### src/rtl/core/ecgim_pkg.sv
// Package for the eight-color grid index mapper: widths, codes, shared types
// and small helper functions. No dependencies.
`default_nettype none

package ecgim_pkg;

  localparam int RESO_W        = 11;
  localparam int ID_W          = 31;
  localparam int POS_W         = 12;
  localparam int DIM_W         = 10;
  localparam int DXDY_W        = 20;
  localparam int AREA_W        = 21;
  localparam int CNT_W         = 28;
  localparam int M1_W          = 22;
  localparam int M2_W          = 32;
  localparam int NUM_COLORS    = 8;
  localparam int COLOR_W       = 3;
  localparam int OP_W          = 2;
  localparam int MAX_AXIS_RESO = 1024;
  localparam int SET_ALIGN_LOG = 5;
  localparam int SET_ALIGN     = 1 << SET_ALIGN_LOG;
  localparam int PADDR_W       = 4;
  localparam int PDATA_W       = 32;

  localparam logic [RESO_W-1:0] RESO_RESET = RESO_W'(128);

  localparam logic [OP_W-1:0] OP_LEX2COL = 2'd0;
  localparam logic [OP_W-1:0] OP_COL2POS = 2'd1;
  localparam logic [OP_W-1:0] OP_COL2LEX = 2'd2;

  localparam logic [1:0] REG_RESO_X = 2'd0;
  localparam logic [1:0] REG_RESO_Y = 2'd1;
  localparam logic [1:0] REG_RESO_Z = 2'd2;

  typedef enum logic [2:0] {
    CFG_IDLE,
    CFG_CLAMP,
    CFG_AREA,
    CFG_VOL,
    CFG_CMUL1,
    CFG_CMUL2,
    CFG_CACC
  } cfg_state_t;

  typedef struct packed {
    logic                                busy;
    logic [2:0][RESO_W-1:0]              reso;
    logic [1:0][DIM_W-1:0]               dim_x;
    logic [1:0][DIM_W-1:0]               dim_y;
    logic [NUM_COLORS-1:0][DXDY_W-1:0]   dxdy;
    logic [NUM_COLORS-1:0][ID_W-1:0]     set_ends;
    logic [1:0][AREA_W-1:0]              area;
    logic [1:0][ID_W-1:0]                vol;
  } tables_t;

  typedef struct packed {
    logic [OP_W-1:0]    op;
    logic               per;
    logic               bad;
    logic [COLOR_W-1:0] color;
    logic [ID_W-1:0]    num;
    logic [RESO_W-1:0]  d1;
    logic [RESO_W-1:0]  d2;
  } q_entry_t;

  typedef struct packed {
    logic [OP_W-1:0]    op;
    logic               per;
    logic               bad;
    logic [COLOR_W-1:0] color;
    logic [RESO_W-1:0]  d2;
  } div1_pay_t;

  typedef struct packed {
    logic [OP_W-1:0]    op;
    logic               per;
    logic               bad;
    logic [COLOR_W-1:0] color;
    logic [RESO_W-1:0]  r0;
  } div2_pay_t;

  typedef struct packed {
    logic [OP_W-1:0]         op;
    logic                    per;
    logic                    bad;
    logic [COLOR_W-1:0]      color;
    logic [2:0][RESO_W-1:0]  ph;
    logic [2:0][POS_W-1:0]   pos;
  } post_t;

  typedef struct packed {
    logic [OP_W-1:0]        op;
    logic                   bad;
    logic [COLOR_W-1:0]     color;
    logic [2:0][POS_W-1:0]  pos;
    logic [RESO_W-1:0]      a0;
    logic [M1_W-1:0]        m1;
    logic [M2_W-1:0]        m2;
    logic [ID_W-1:0]        base;
  } mul_t;

  function automatic logic [RESO_W-1:0] clamp_reso(input logic [RESO_W-1:0] r);
    logic [RESO_W-1:0] res;
    if (r == '0) begin
      res = RESO_W'(1);
    end else if (r > RESO_W'(MAX_AXIS_RESO)) begin
      res = RESO_W'(MAX_AXIS_RESO);
    end else begin
      res = r;
    end
    return res;
  endfunction

  function automatic logic [DIM_W-1:0] set_dim(input logic [RESO_W-1:0] rc, input logic par);
    logic [RESO_W:0] s;
    logic [RESO_W:0] d;
    s = {1'b0, rc} + (RESO_W+1)'(2) - {{RESO_W{1'b0}}, par};
    d = (s >> 1) + (RESO_W+1)'(1);
    return d[DIM_W-1:0];
  endfunction

endpackage

`default_nettype wire

### src/rtl/core/ecgim_in_if.sv
// Input channel of the index mapper: valid/ready plus one translation request.
// Depends on ecgim_pkg.
`default_nettype none

interface ecgim_in_if;
  logic                            valid;
  logic                            ready;
  logic [ecgim_pkg::OP_W-1:0]      operation;
  logic [ecgim_pkg::ID_W-1:0]      index_in;
  logic                            period_dof;

  modport source(output valid, operation, index_in, period_dof, input ready);
  modport sink(input valid, operation, index_in, period_dof, output ready);
endinterface

`default_nettype wire

### src/rtl/core/ecgim_front.sv
// Front end: accepts requests, range-checks and classifies them, picks the
// dividend and divisors, and queues the result. Depends on ecgim_pkg, ecgim_in_if.
`default_nettype none

module ecgim_front (
  input  wire logic               clk,
  input  wire logic               rst,
  input  ecgim_pkg::tables_t      tables,
  ecgim_in_if.sink                in_ch,
  input  wire logic               pop,
  output ecgim_pkg::q_entry_t     head,
  output logic                    head_valid
);

  localparam int Q_DEPTH = 2;
  localparam int CNT_W   = $clog2(Q_DEPTH + 1);
  localparam int PTR_W   = $clog2(Q_DEPTH);

  ecgim_pkg::q_entry_t mem [Q_DEPTH];
  ecgim_pkg::q_entry_t entry;
  logic [CNT_W-1:0] count;
  logic [PTR_W-1:0] wr_ptr, rd_ptr;
  logic push;

  logic [ecgim_pkg::RESO_W-1:0]  v0, v1;
  logic                          found;
  logic [ecgim_pkg::COLOR_W-1:0] c;
  logic [ecgim_pkg::ID_W-1:0]    base;

  always_comb begin
    v0 = tables.reso[0] + ecgim_pkg::RESO_W'(in_ch.period_dof);
    v1 = tables.reso[1] + ecgim_pkg::RESO_W'(in_ch.period_dof);
    found = 1'b0;
    c     = '0;
    for (int i = ecgim_pkg::NUM_COLORS - 1; i >= 0; i--) begin
      if (in_ch.index_in < tables.set_ends[i]) begin
        found = 1'b1;
        c     = ecgim_pkg::COLOR_W'(i);
      end
    end
    base = (c == '0) ? '0 : tables.set_ends[c - ecgim_pkg::COLOR_W'(1)];

    entry.op    = in_ch.operation;
    entry.per   = in_ch.period_dof;
    entry.bad   = 1'b1;
    entry.color = '0;
    entry.num   = in_ch.index_in;
    entry.d1    = ecgim_pkg::RESO_W'(1);
    entry.d2    = ecgim_pkg::RESO_W'(1);
    case (in_ch.operation)
      ecgim_pkg::OP_LEX2COL: begin
        entry.bad = (in_ch.index_in >= tables.vol[in_ch.period_dof]);
        entry.d1  = v0;
        entry.d2  = v1;
      end
      ecgim_pkg::OP_COL2POS, ecgim_pkg::OP_COL2LEX: begin
        entry.bad   = !found;
        entry.color = c;
        entry.num   = in_ch.index_in - base;
        entry.d1    = ecgim_pkg::RESO_W'(tables.dim_x[c[0]]);
        entry.d2    = ecgim_pkg::RESO_W'(tables.dim_y[c[1]]);
      end
      default: ;
    endcase
  end

  assign in_ch.ready = !tables.busy && (count != CNT_W'(Q_DEPTH));
  assign push        = in_ch.valid && in_ch.ready;
  assign head        = mem[rd_ptr];
  assign head_valid  = (count != '0);

  always_ff @(posedge clk) begin
    if (push) begin
      mem[wr_ptr] <= entry;
    end
  end

  always_ff @(posedge clk) begin
    if (rst) begin
      count  <= '0;
      wr_ptr <= '0;
      rd_ptr <= '0;
    end else begin
      if (push) begin
        wr_ptr <= (wr_ptr == PTR_W'(Q_DEPTH - 1)) ? '0 : wr_ptr + PTR_W'(1);
      end
      if (pop) begin
        rd_ptr <= (rd_ptr == PTR_W'(Q_DEPTH - 1)) ? '0 : rd_ptr + PTR_W'(1);
      end
      if (push && !pop) begin
        count <= count + CNT_W'(1);
      end else if (pop && !push) begin
        count <= count - CNT_W'(1);
      end
    end
  end

endmodule

`default_nettype wire

### src/flat_wrapper.sv
// flat-port wrapper written by rule: the top's interface ports become plain ports
module ecgim_front_flat 
  (clk, rst, tables, pop, head, head_valid, in_ch_valid, in_ch_operation, in_ch_index_in, in_ch_period_dof, in_ch_ready);
  ecgim_in_if in_ch_i ();
  input  wire logic clk;
  input  wire logic rst;
  input  ecgim_pkg::tables_t tables;
  input  wire logic pop;
  output ecgim_pkg::q_entry_t head;
  output logic head_valid;
  input wire logic [$bits(in_ch_i.valid)-1:0] in_ch_valid;
  input wire logic [$bits(in_ch_i.operation)-1:0] in_ch_operation;
  input wire logic [$bits(in_ch_i.index_in)-1:0] in_ch_index_in;
  input wire logic [$bits(in_ch_i.period_dof)-1:0] in_ch_period_dof;
  output wire logic [$bits(in_ch_i.ready)-1:0] in_ch_ready;
  assign in_ch_i.valid = in_ch_valid;
  assign in_ch_i.operation = in_ch_operation;
  assign in_ch_i.index_in = in_ch_index_in;
  assign in_ch_i.period_dof = in_ch_period_dof;
  assign in_ch_ready = in_ch_i.ready;
  ecgim_front u_core (.clk(clk), .rst(rst), .tables(tables), .in_ch(in_ch_i), .pop(pop), .head(head), .head_valid(head_valid));
endmodule
### config.mk
export PLATFORM = sky130hd
export DESIGN_NAME = ecgim_front_flat
export DESIGN_NICKNAME = d
export VERILOG_FILES = /design/src/rtl/core/ecgim_pkg.sv /design/src/rtl/core/ecgim_in_if.sv /design/src/rtl/core/ecgim_front.sv /design/src/flat_wrapper.sv
export SDC_FILE = /design/constraint.sdc
export NUM_CORES = 1
export LEC_CHECK = 0
export BUFFER_PORTS_ARGS = -buffer_cell sky130_fd_sc_hd__buf_2
export CAP_MARGIN = 20
export CORE_AREA = 5 5 263 265
export DETAILED_ROUTE_END_ITERATION = 16
export DIE_AREA = 0 0 268 270
export GPL_ROUTABILITY_DRIVEN = 0
export GPL_TIMING_DRIVEN = 0
export PLACE_DENSITY = 0.47
export SYNTH_ARGS = -nofsm -noshare
export SYNTH_HDL_FRONTEND = slang
export SYNTH_SLANG_ARGS = --single-unit
export TNS_END_PERCENT = 100
### constraint.sdc
create_clock -name clk -period 8.6 [get_ports clk]
set_input_delay 0.43 -clock clk [delete_from_list [all_inputs] [get_ports clk]]
set_output_delay 0.43 -clock clk [all_outputs]
set_load 0.005 [all_outputs]
==> impl.org <==
** Run status
- The flow ran to the end, and the final reports show no timing, DRC or antenna violations.

** Drt
- Detailed routing inserted a total of 15,440 vias.
- Routed len/inst :: 22.98 um
- In the routed design, unresolved DRC markers number 0.
- The detailed router finished its first iteration with 928 violations.
- First-pass DRT Iterations :: 5
- Post-detailed-routing wire length :: 71,080 um
- Routed via count divided by cell count :: 4.991
- Antenna Nets Post-Route :: 0

** Synthesis
- Count leader, synth :: ha_1
- In the synthesized netlist, the number of instances is 1,694.
- Async set-or-reset flop fraction in the synthesized netlist :: 0
- When the netlist entered floorplanning its net count stood at 2,629.
- For this run, the number of Yosys warnings is 0.
- Of the synthesized area, sequential elements account for 0.2281.
- The synthesized netlist occupies a cell area of 16,240 um2.
- Post-synthesis cell type with the largest combined area :: ha_1
- Top cells by area, synth :: ha_1 24%, edfxtp_1 22%, mux4_2 8.3%
- Top cell type's share of synthesized area :: 0.2389
- Top_reg_cell synth :: edfxtp_1
- Number of enable flip-flop cells after synthesis :: 120
- By count the netlist is led by 310 x ha_1, 264 x inv_1, 120 x edfxtp_1.
- Unique masters post-synth :: 72
- Post-Syn Area per Cell :: 9.586 um2
- Number of storage elements in the synthesis netlist :: 125

** Clocking
- Count of hold buffers inserted by post-cts repair :: 0
- Clock tree from TritonCTS :: done
- The number of clock buffers added by TritonCTS is 17.
- In this run the clock root is driven by a clkbuf_16.
- Counting along the longest clock path gives a buffer depth of 2.
- In this run the number of H-tree levels came out at 4.
- Sink Count :: 125
- Later-pin clock latency in the skew report :: 0.42 ns
- Clock slew seen by the registers of the worst setup and hold paths :: 0.06 ns

** Place
- Summed over all nets, the half-perimeter wirelength after detailed placement is 61,950 um.
- Port buffering added 472 buffers.
- Cell Area, Placed :: 19,810 um2

** Global route
- Via count of the first global-routing pass :: 16,230
- For this run, the total global-route usage over all layers was measured as 0.1870.
- For this run the aggregate overflow at the end of global routing stands at 0.
- Initial antenna violation count :: 17
- Largest net degree at the start of global routing :: 37
- The first global-routing pass estimated 101,200 um of wire.

** Pwr
- Combinational cell fraction of total power :: 0.525
- For this design the static power due to leakage is 9.996 nW.
- Maximum resistive drop on vdd :: 131.0 uV
- Dividing total power by cell area gives a power density of 144.4 nW/um2.
- Design Power :: 2.972 mW
- Switching share of power :: 0.3860
- Sequential fraction of design power :: 0.256
- P_int :: 1.825 mW
- Of the total power, the clock network draws 0.219.
- Switching power :: 1.147 mW

** Floorplanning
- Pin placement for this block handled 686 I/O pins.
- The floorplan step set the die width to 268 um.
- The die covers 72,360 um2.
- Floorplan Core Area :: 66,560 um2
- Row generation in the floorplan step produced 95 rows.
- For this configuration, the core starts out at a cell density of 0.2439.
- Die Span Y :: 270 um

** Cells and area
- Share of the core filled with cells :: 0.3092
- Summing all multi-input logic gate instances after layout gives 11,470 um2.
- Area of all sequential standard cells :: 3704 um2
- Area growth from synthesis to layout :: 26.73%
- The filler cells instantiated in the layout total 7,064.
- Proportion of layout cells with a drive suffix above 1 :: 0.3206
- Post-layout instance area :: 20,580 um2
- After the last flow step, the layout net total stands at 3,128.

** Setup path
- The worst setup path is launched from an input port.
- In this design, the stage delay of the slowest critical-path cell is 0.38 ns.
- Element type at the critical path end :: flop
- STA puts the critical path data required time at 8.70 ns.
- Arrival @ worst endpoint :: 8.33 ns
- Together, buffers and inverters on the worst path number 6.
- The cell family contributing the most delay on the critical path is compound AO/OA/AOI/OAI gates.
- Type of the worst setup path :: input port to flop
- Slowest CP cell :: mux4_2
- Of all nets on the critical path, the largest fanout is 11.

** Timing
- The worst path in the final design needs a cycle of 8.222 ns, including I/O delays and setup.
- Setup repair after global routing left no endpoint under its margin.
- Setup violations remaining at the end of the flow were counted as 0.
- For the final routed database, the setup TNS stands at 0 ns.
- Max-slew headroom at the worst pin :: 0.1910
- Fin. Hold Viols :: 0
- In the finished design, the share of the clock period the worst path needs comes to 0.9560.
- Clock skew on the completed layout was measured at 0.007158 ns.
- Timing would allow up to 0.1216 GHz.
- Worst Max-Slew Pin Slew :: 1.213 ns
- Number of pins with negative max-slew slack in the final report :: 0

** Worst hold path
- Hold/Removal Path Class :: input port to flop

** Run
- Count of max-cap constraint violations :: 0
-- flip-flops by register name (all words and copies together), names as in the netlist, named ones only --
register       cells
u_core.count       2
u_core.rd_ptr      1
u_core.mem       120
u_core.wr_ptr      1
-- worst reg2reg max path, cell delays in order, from the launching register on --
cell	delay, ns
dfxtp_1	0.40
inv_1	0.06
a21oi_1	0.23
nand2_1	0.17
nor2_4	0.52
buf_12	0.27
buf_12	0.20
-- worst paths after layout --
path | from | endpoint | slack [ns] | cells after the start
worst max register to register | u_core.count[0] | u_core.mem[0][44] | 6.43 | 6
worst min register to register | u_core.rd_ptr | flop | 0.50 | 2
worst max-delay path | in_ch_index_in[4] | u_core.mem[1][52] | 0.38 | 31
worst min-delay path | rst | flop | 0.24 | 2
-- per-stage QoR --
step / worst slack (ns) / instances / hold slack, ns
2_1_floorplan: 1.170 / 1694 / 0.4607
3_3_place_gp: -2.122 / 3039 / 0.4811
3_5_place_dp: -2.241 / 3044 / 0.4957
4_1_cts: 0.008976 / 3075 / 0.2031
5_1_grt: 0.001503 / 3090 / 0.2203
6_report: 0.3780 / 3093 / 0.2364
-- final cells by class --
cell class / instances / share of cell area
clock buffer: 20 / 0.02122
antenna: 15 / 0.001824
sequential: 125 / 0.1800
timing repair buffer: 481 / 0.1215
multi-input combinational: 1261 / 0.5573
inverter: 264 / 0.04815
buffer: 43 / 0.01228
clock inverter: 11 / 0.004682
tap: 873 / 0.05308
-- power by group through the flow --
stage / Sequential (mW) / Clock, mW / Combinational, mW
2_1_floorplan: 0.773 / 0 / 0.946
3_3_place_gp: 0.777 / 0 / 1.49
3_5_place_dp: 0.775 / 0 / 1.52
4_1_cts: 0.762 / 0.668 / 1.56
5_1_grt: 0.765 / 0.692 / 1.73
6_report: 0.762 / 0.649 / 1.56
-- cell families after synthesis --
kind of cell,count (synthesis),share of synthesized area
AO/OA/AOI/OAI,422,0.1761
XOR/XNOR,42,0.02265
adder cells (fa/ha/maj),311,0.2401
buffers and inverters,308,0.07374
flip-flops,125,0.2281
multiplexers,182,0.1645
AND/OR/NAND/NOR,304,0.09477
-- per-layer routing --
layer  global-route usage  up-vias  wire (um)
met2               0.3174      505      33840
li1                     -     7368          -
met3              0.03061       96       3705
met5                    0        -         41
met4              0.07268        6       2761
met1               0.2374     7463      30730
-- cells in the final DEF, fill, tap and decap left out, types with 18 or more instances in the layout --
master and count:
xnor2_1 25, buf_2 470, edfxtp_1 120, nand2_1 77
a211oi_1 19, a21o_1 72, ha_1 307, o21ai_0 69
nor3_1 18, mux2_2 79, inv_1 264, a21oi_1 100
mux4_2 60, a22oi_1 23, mux2i_1 43, clkbuf_1 18
nand4_1 31, nor2_1 51, nand3_1 38
-- timing repair --
item | 4_1_cts | 5_1_grt
buffers inserted | 1 | 3
gates resized for setup | 32 | 23
pin swaps | 3 | 5
endpoints found under the setup margin | 52 | 12
No activity file was read; power rests on OpenSTA's default activity.
