===== config.mk =====
export PLATFORM = sky130hd
export DESIGN_NAME = ecgim_cfg
export DESIGN_NICKNAME = d
export VERILOG_FILES = /design/src/rtl/core/ecgim_pkg.sv /design/src/rtl/core/ecgim_cfg.sv
export SDC_FILE = /design/constraint.sdc
export NUM_CORES = 2
export LEC_CHECK = 0
export ABC_AREA = 1
export BUFFER_PORTS_ARGS = -buffer_cell sky130_fd_sc_hd__buf_4
export CORE_MARGIN = 3
export CORE_UTILIZATION = 42
export CTS_CLUSTER_SIZE = 8
export DETAILED_ROUTE_END_ITERATION = 7
export SLEW_MARGIN = 20
export SYNTH_ARGS = -nofsm -noshare
export SYNTH_HDL_FRONTEND = slang
export SYNTH_SLANG_ARGS = --single-unit

===== constraint.sdc =====
create_clock -name clk -period 7.47 [get_ports clk]
set_input_delay 0.747 -clock clk [delete_from_list [all_inputs] [get_ports clk]]
set_output_delay 0.747 -clock clk [all_outputs]
set_load 0.01 [all_outputs]

===== src/rtl/core/ecgim_pkg.sv =====
// Package for the eight-color grid index mapper: widths, codes, shared types
// and small helper functions. No dependencies.
`default_nettype none

package ecgim_pkg;

  localparam int RESO_W        = 11;
  localparam int ID_W          = 31;
  localparam int POS_W         = 12;
  localparam int DIM_W         = 10;
  localparam int DXDY_W        = 20;
  localparam int AREA_W        = 21;
  localparam int CNT_W         = 28;
  localparam int M1_W          = 22;
  localparam int M2_W          = 32;
  localparam int NUM_COLORS    = 8;
  localparam int COLOR_W       = 3;
  localparam int OP_W          = 2;
  localparam int MAX_AXIS_RESO = 1024;
  localparam int SET_ALIGN_LOG = 5;
  localparam int SET_ALIGN     = 1 << SET_ALIGN_LOG;
  localparam int PADDR_W       = 4;
  localparam int PDATA_W       = 32;

  localparam logic [RESO_W-1:0] RESO_RESET = RESO_W'(128);

  localparam logic [OP_W-1:0] OP_LEX2COL = 2'd0;
  localparam logic [OP_W-1:0] OP_COL2POS = 2'd1;
  localparam logic [OP_W-1:0] OP_COL2LEX = 2'd2;

  localparam logic [1:0] REG_RESO_X = 2'd0;
  localparam logic [1:0] REG_RESO_Y = 2'd1;
  localparam logic [1:0] REG_RESO_Z = 2'd2;

  typedef enum logic [2:0] {
    CFG_IDLE,
    CFG_CLAMP,
    CFG_AREA,
    CFG_VOL,
    CFG_CMUL1,
    CFG_CMUL2,
    CFG_CACC
  } cfg_state_t;

  typedef struct packed {
    logic                                busy;
    logic [2:0][RESO_W-1:0]              reso;
    logic [1:0][DIM_W-1:0]               dim_x;
    logic [1:0][DIM_W-1:0]               dim_y;
    logic [NUM_COLORS-1:0][DXDY_W-1:0]   dxdy;
    logic [NUM_COLORS-1:0][ID_W-1:0]     set_ends;
    logic [1:0][AREA_W-1:0]              area;
    logic [1:0][ID_W-1:0]                vol;
  } tables_t;

  typedef struct packed {
    logic [OP_W-1:0]    op;
    logic               per;
    logic               bad;
    logic [COLOR_W-1:0] color;
    logic [ID_W-1:0]    num;
    logic [RESO_W-1:0]  d1;
    logic [RESO_W-1:0]  d2;
  } q_entry_t;

  typedef struct packed {
    logic [OP_W-1:0]    op;
    logic               per;
    logic               bad;
    logic [COLOR_W-1:0] color;
    logic [RESO_W-1:0]  d2;
  } div1_pay_t;

  typedef struct packed {
    logic [OP_W-1:0]    op;
    logic               per;
    logic               bad;
    logic [COLOR_W-1:0] color;
    logic [RESO_W-1:0]  r0;
  } div2_pay_t;

  typedef struct packed {
    logic [OP_W-1:0]         op;
    logic                    per;
    logic                    bad;
    logic [COLOR_W-1:0]      color;
    logic [2:0][RESO_W-1:0]  ph;
    logic [2:0][POS_W-1:0]   pos;
  } post_t;

  typedef struct packed {
    logic [OP_W-1:0]        op;
    logic                   bad;
    logic [COLOR_W-1:0]     color;
    logic [2:0][POS_W-1:0]  pos;
    logic [RESO_W-1:0]      a0;
    logic [M1_W-1:0]        m1;
    logic [M2_W-1:0]        m2;
    logic [ID_W-1:0]        base;
  } mul_t;

  function automatic logic [RESO_W-1:0] clamp_reso(input logic [RESO_W-1:0] r);
    logic [RESO_W-1:0] res;
    if (r == '0) begin
      res = RESO_W'(1);
    end else if (r > RESO_W'(MAX_AXIS_RESO)) begin
      res = RESO_W'(MAX_AXIS_RESO);
    end else begin
      res = r;
    end
    return res;
  endfunction

  function automatic logic [DIM_W-1:0] set_dim(input logic [RESO_W-1:0] rc, input logic par);
    logic [RESO_W:0] s;
    logic [RESO_W:0] d;
    s = {1'b0, rc} + (RESO_W+1)'(2) - {{RESO_W{1'b0}}, par};
    d = (s >> 1) + (RESO_W+1)'(1);
    return d[DIM_W-1:0];
  endfunction

endpackage

`default_nettype wire


===== src/rtl/core/ecgim_cfg.sv =====
// Register port and table sequencer: resolution registers, then set dims,
// set ends, areas and volumes derived state by state. Depends on ecgim_pkg.
`default_nettype none

module ecgim_cfg (
  input  wire logic                            clk,
  input  wire logic                            rst,
  input  wire logic                            psel,
  input  wire logic                            penable,
  input  wire logic                            pwrite,
  input  wire logic [ecgim_pkg::PADDR_W-1:0]   paddr,
  input  wire logic [ecgim_pkg::PDATA_W-1:0]   pwdata,
  output logic      [ecgim_pkg::PDATA_W-1:0]   prdata,
  output logic                                 pready,
  output ecgim_pkg::tables_t                   tables
);

  ecgim_pkg::cfg_state_t state, state_next;

  logic [ecgim_pkg::RESO_W-1:0] reso_x, reso_y, reso_z;
  logic [2:0][ecgim_pkg::RESO_W-1:0] rc;
  logic [1:0][ecgim_pkg::DIM_W-1:0] dim_x, dim_y, dim_z;
  logic [1:0][ecgim_pkg::AREA_W-1:0] area;
  logic [1:0][ecgim_pkg::ID_W-1:0] vol;
  logic [ecgim_pkg::NUM_COLORS-1:0][ecgim_pkg::DXDY_W-1:0] dxdy;
  logic [ecgim_pkg::NUM_COLORS-1:0][ecgim_pkg::ID_W-1:0] set_ends;
  logic [ecgim_pkg::COLOR_W-1:0] cidx;
  logic [ecgim_pkg::DXDY_W-1:0] prod_xy;
  logic [ecgim_pkg::CNT_W-1:0] cnt;
  logic [31:0] end_acc;

  logic       write;
  logic [1:0] widx;
  logic       wr_valid;

  logic [ecgim_pkg::RESO_W:0]     rc0p, rc1p, rc2p;
  logic [2*ecgim_pkg::RESO_W+1:0] area0_full, area1_full;
  logic [ecgim_pkg::AREA_W+ecgim_pkg::RESO_W:0] vol0_full, vol1_full;
  logic [2*ecgim_pkg::DIM_W-1:0]  xy_full;
  logic [ecgim_pkg::DXDY_W+ecgim_pkg::DIM_W-1:0] cnt_full;
  logic [ecgim_pkg::CNT_W:0]      rnd_sum;
  logic [ecgim_pkg::CNT_W:0]      rnd;
  logic [31:0]                    acc_next;

  assign write    = psel && penable && pwrite;
  assign widx     = paddr[3:2];
  assign wr_valid = write && (widx == ecgim_pkg::REG_RESO_X ||
                              widx == ecgim_pkg::REG_RESO_Y ||
                              widx == ecgim_pkg::REG_RESO_Z);
  assign pready   = 1'b1;

  always_comb begin
    case (widx)
      ecgim_pkg::REG_RESO_X: prdata = ecgim_pkg::PDATA_W'(reso_x);
      ecgim_pkg::REG_RESO_Y: prdata = ecgim_pkg::PDATA_W'(reso_y);
      ecgim_pkg::REG_RESO_Z: prdata = ecgim_pkg::PDATA_W'(reso_z);
      default:               prdata = '0;
    endcase
  end

  always_comb begin
    state_next = state;
    case (state)
      ecgim_pkg::CFG_IDLE:  state_next = ecgim_pkg::CFG_IDLE;
      ecgim_pkg::CFG_CLAMP: state_next = ecgim_pkg::CFG_AREA;
      ecgim_pkg::CFG_AREA:  state_next = ecgim_pkg::CFG_VOL;
      ecgim_pkg::CFG_VOL:   state_next = ecgim_pkg::CFG_CMUL1;
      ecgim_pkg::CFG_CMUL1: state_next = ecgim_pkg::CFG_CMUL2;
      ecgim_pkg::CFG_CMUL2: state_next = ecgim_pkg::CFG_CACC;
      ecgim_pkg::CFG_CACC: begin
        if (cidx == ecgim_pkg::COLOR_W'(ecgim_pkg::NUM_COLORS - 1)) begin
          state_next = ecgim_pkg::CFG_IDLE;
        end else begin
          state_next = ecgim_pkg::CFG_CMUL1;
        end
      end
      default: state_next = ecgim_pkg::CFG_IDLE;
    endcase
    if (wr_valid) begin
      state_next = ecgim_pkg::CFG_CLAMP;
    end
  end

  always_ff @(posedge clk) begin
    if (rst) begin
      state <= ecgim_pkg::CFG_CLAMP;
    end else begin
      state <= state_next;
    end
  end

  always_ff @(posedge clk) begin
    if (rst) begin
      reso_x <= ecgim_pkg::RESO_RESET;
      reso_y <= ecgim_pkg::RESO_RESET;
      reso_z <= ecgim_pkg::RESO_RESET;
      cidx   <= '0;
    end else begin
      if (wr_valid) begin
        case (widx)
          ecgim_pkg::REG_RESO_X: reso_x <= pwdata[ecgim_pkg::RESO_W-1:0];
          ecgim_pkg::REG_RESO_Y: reso_y <= pwdata[ecgim_pkg::RESO_W-1:0];
          ecgim_pkg::REG_RESO_Z: reso_z <= pwdata[ecgim_pkg::RESO_W-1:0];
          default: ;
        endcase
      end
      if (state == ecgim_pkg::CFG_VOL) begin
        cidx <= '0;
      end else if (state == ecgim_pkg::CFG_CACC) begin
        cidx <= cidx + ecgim_pkg::COLOR_W'(1);
      end
    end
  end

  always_comb begin
    rc0p       = {1'b0, rc[0]} + (ecgim_pkg::RESO_W+1)'(1);
    rc1p       = {1'b0, rc[1]} + (ecgim_pkg::RESO_W+1)'(1);
    rc2p       = {1'b0, rc[2]} + (ecgim_pkg::RESO_W+1)'(1);
    area0_full = {1'b0, rc[0]} * {1'b0, rc[1]};
    area1_full = rc0p * rc1p;
    vol0_full  = area[0] * {1'b0, rc[2]};
    vol1_full  = area[1] * rc2p;
    xy_full    = dim_x[cidx[0]] * dim_y[cidx[1]];
    cnt_full   = prod_xy * dim_z[cidx[2]];
    rnd_sum    = {1'b0, cnt} + (ecgim_pkg::CNT_W+1)'(ecgim_pkg::SET_ALIGN - 1);
    rnd        = {rnd_sum[ecgim_pkg::CNT_W:ecgim_pkg::SET_ALIGN_LOG],
                  {ecgim_pkg::SET_ALIGN_LOG{1'b0}}};
    acc_next   = end_acc + 32'(rnd);
  end

  always_ff @(posedge clk) begin
    case (state)
      ecgim_pkg::CFG_CLAMP: begin
        rc[0] <= ecgim_pkg::clamp_reso(reso_x);
        rc[1] <= ecgim_pkg::clamp_reso(reso_y);
        rc[2] <= ecgim_pkg::clamp_reso(reso_z);
      end
      ecgim_pkg::CFG_AREA: begin
        dim_x[0] <= ecgim_pkg::set_dim(rc[0], 1'b0);
        dim_x[1] <= ecgim_pkg::set_dim(rc[0], 1'b1);
        dim_y[0] <= ecgim_pkg::set_dim(rc[1], 1'b0);
        dim_y[1] <= ecgim_pkg::set_dim(rc[1], 1'b1);
        dim_z[0] <= ecgim_pkg::set_dim(rc[2], 1'b0);
        dim_z[1] <= ecgim_pkg::set_dim(rc[2], 1'b1);
        area[0]  <= area0_full[ecgim_pkg::AREA_W-1:0];
        area[1]  <= area1_full[ecgim_pkg::AREA_W-1:0];
      end
      ecgim_pkg::CFG_VOL: begin
        vol[0]  <= vol0_full[ecgim_pkg::ID_W-1:0];
        vol[1]  <= vol1_full[ecgim_pkg::ID_W-1:0];
        end_acc <= '0;
      end
      ecgim_pkg::CFG_CMUL1: begin
        prod_xy <= xy_full;
      end
      ecgim_pkg::CFG_CMUL2: begin
        cnt        <= cnt_full[ecgim_pkg::CNT_W-1:0];
        dxdy[cidx] <= prod_xy;
      end
      ecgim_pkg::CFG_CACC: begin
        end_acc        <= acc_next;
        set_ends[cidx] <= acc_next[ecgim_pkg::ID_W-1:0];
      end
      default: ;
    endcase
  end

  always_comb begin
    tables.busy     = (state != ecgim_pkg::CFG_IDLE);
    tables.reso     = rc;
    tables.dim_x    = dim_x;
    tables.dim_y    = dim_y;
    tables.dxdy     = dxdy;
    tables.set_ends = set_ends;
    tables.area     = area;
    tables.vol      = vol;
  end

endmodule

`default_nettype wire


==> impl_results.md <==
- Outcome: complete, no violations
- Share of cells above drive strength 1: 13.5%
- Fin Setup TNS: 0 ns
- Largest area contributor in the synthesized netlist: edfxtp_1
- Fmax: 146 MHz
- CP Data Arrival Time: 7.36 ns
- Top cells by area, synth: edfxtp_1 (32%), fa_1 (25%), nand2_1 (8.4%), ha_1 (8.2%), inv_1 (8.0%)
- Post-synth top area share: 32.3%
- Top cells by count, synth: nand2_1 (1338), inv_1 (1273), fa_1 (739), edfxtp_1 (639), nor2_1 (486)
- Most frequent cell after synthesis: nand2_1
- Largest net degree at the start of global routing: 64
- R2R cell count: 20
- CP Capture Type: flop
- Synth Register Bits: 678
- Total CTS buffers: 98
- Initial cell density of the core: 42.5%
- RSZ-0062 raised after global routing: no
- Final Slew Violations: 0
- Delay of the slowest cell on the worst path: 0.72 ns
- Clock slew at reported path FFs: 0.07 ns
- Nets: 7966
- Final Util: 49.1%
- Relative slew slack: 21.2%
- Syn Inst Count: 6223
- Die ar.: 146000 um2
- Via count: 43900
- Vias per inst: 5.04
- Met2 WL: 82300 um
- Clk_skew: 0.0786 ns
- # hold bufs at CTS: 0
- # Post-CTS Setup Buffers: 0
- Reg2reg setup slack: 0.61 ns
- Top_reg_cell synth: edfxtp_1
- First-pass GRT wire length: 263000 um
- I/O Buffers: 574
- Antenna violations before repair: 14
- Setup ws final: 0.607 ns
- Worst Hold Depth: 3
- Cell Chain, Critical Path: inv_1, or2_2, nand2_1, clkinv_1, nand2_1, fa_1, fa_1, inv_1, ha_1, inv_1, fa_1, inv_1, fa_1, ha_1, a21oi_1, a21boi_0, o21ai_1, a21boi_0, o21ai_0, xor2_1
- Clock buffer depth: 3
- Worst-Skew Late Latency: 0.75 ns
- Antenna-violating nets left: 0
- Maxcap violations: 0
- Area Overhead vs Synth: 15.7%
- Total grt overflow: 0
- Post-CTS sizing: 0
- Endpoints failing setup: 0
- Residual DRC count: 0
- Post-synth EDFFs: 639
- First-pass DRT Iterations: 5
- DP HPWL: 133000 um
- Row cnt: 137
- Clk sinks: 678
- Highest metal layer with signal wires: met4
- DR WL met3: 12700 um
- H-tree lvl count: 3
- Ys Warns: 0
- GP Congestion: 0.913
- Clk root buf: clkbuf_16
- Final worst path period need: 6.86 ns
- WL met1: 70700 um
- Drt first-iter violations: 3197
- Drt total wl: 170000 um
- Slew @ Worst Pin: 1.18 ns
- Dpl ws: 0.656 ns
- Sequential element share of the synthesized area: 33.6%
- Die width: 382 um
- Core Footprint: 140000 um2
- Post-synth ARST share: 0%
- Critical Path Fanout Max: 18
- Crit path kind: reg -> reg
- Vias in the first global route: 45000
- Final Hold Slack: 0.308 ns
- Syn avg cell area: 9.56 um2
- Tcrit/Tclk final: 91.9%
- CP required: 7.97 ns
- Total GRT Usage: 23.4%
- Distinct cell type count after synthesis: 65
- Post-Syn Area: 59500 um2
- Die Y: 382 um
- Top Ports: 660
- TritonCTS clock tree: yes
- Crit path max-delay cell type: dfxtp_1
- WL per Instance: 19.5 um
- Critical Path Start Type: flop
- Min-Delay Path Class: in -> reg
- Final Hold Fails: 0
## metal layers
layer,global-route usage (%),vias to the layer above
met2,39.3,1568
met1,30.8,21900
met4,6.98,0
met5,0,-
li1,-,20200
met3,4.36,217
## cells in the final DEF, fill, tap and decap left out, drive strengths merged, types with 21 or more instances in the layout
cell	n
nand2	1361
inv	1293
fa	739
buf	646
edfxtp	639
nor2	514
ha	389
a21oi	206
xor2	166
o21ai	165
nand3	133
clkbuf	125
xnor2	66
conb	62
nand4	47
nor3	47
or2	40
dfxtp	39
clkinv	25
a21o	21
## logic make-up (layout without fill, tap and decap cells)
logic type	after synthesis	after routing	share of synthesized area, %
adder cells (fa/ha/maj)	1128	1128	33.1
flip-flops	678	678	33.6
AO/OA/AOI/OAI	473	473	4.45
buffers and inverters	1542	2092	10.2
XOR/XNOR	232	232	3.58
multiplexers	2	2	0.0337
other	2	70	0.0126
AND/OR/NAND/NOR	2166	2166	15.0
## final cells by class
| type | count | area, um2 |
|---|---|---|
| fillers | 13000 | 71300 |
| clock inverters | 11 | 282 |
| clock buffers | 125 | 2620 |
| diodes | 8 | 20.0 |
| inverters | 1310 | 4920 |
| multi-input cells | 4063 | 33800 |
| repair buffers | 646 | 4850 |
| well taps | 1876 | 2350 |
| flip-flops and latches | 678 | 20000 |
## critical path: cells and delay by family, from the launching register on
| kind | cells | cell delay (ns) |
|---|---|---|
| compound gates | 5 | 1.35 |
| xor+xnor | 1 | 0.17 |
| fa+ha+maj | 6 | 2.60 |
| buf+inv | 5 | 1.01 |
| flops | 1 | 0.72 |
| simple gates | 3 | 0.75 |
## metrics by stage
stage | std cells | cell area (um2)
final | 8717 | 68800
after global routing | 8715 | 68800
after CTS | 8709 | 68800
after detailed placement | 8573 | 65900
after global placement | 8573 | 65900
after floorplan | 6283 | 59700
## state kept, by name, indices dropped and copies added, names as in the netlist
signal and cells:
tables 545, cnt 28, end_acc 26, dim_z 20, prod_xy 20, reso_x 11
reso_y 11, reso_z 11, cidx 3, state 3
## final timing paths
| check | startpoint | end |
|---|---|---|
| setup / recovery | cidx[2] | cnt[17] |
| hold / removal | pwdata[7] | reso_y[7] |
| setup reg to reg | cidx[2] | cnt[17] |
| hold reg to reg | reso_x[10] | tables[562] |
Power is left out: the tool's default activity adds up to more than one toggle a clock period on the data nets, which glitch-free logic cannot reach.
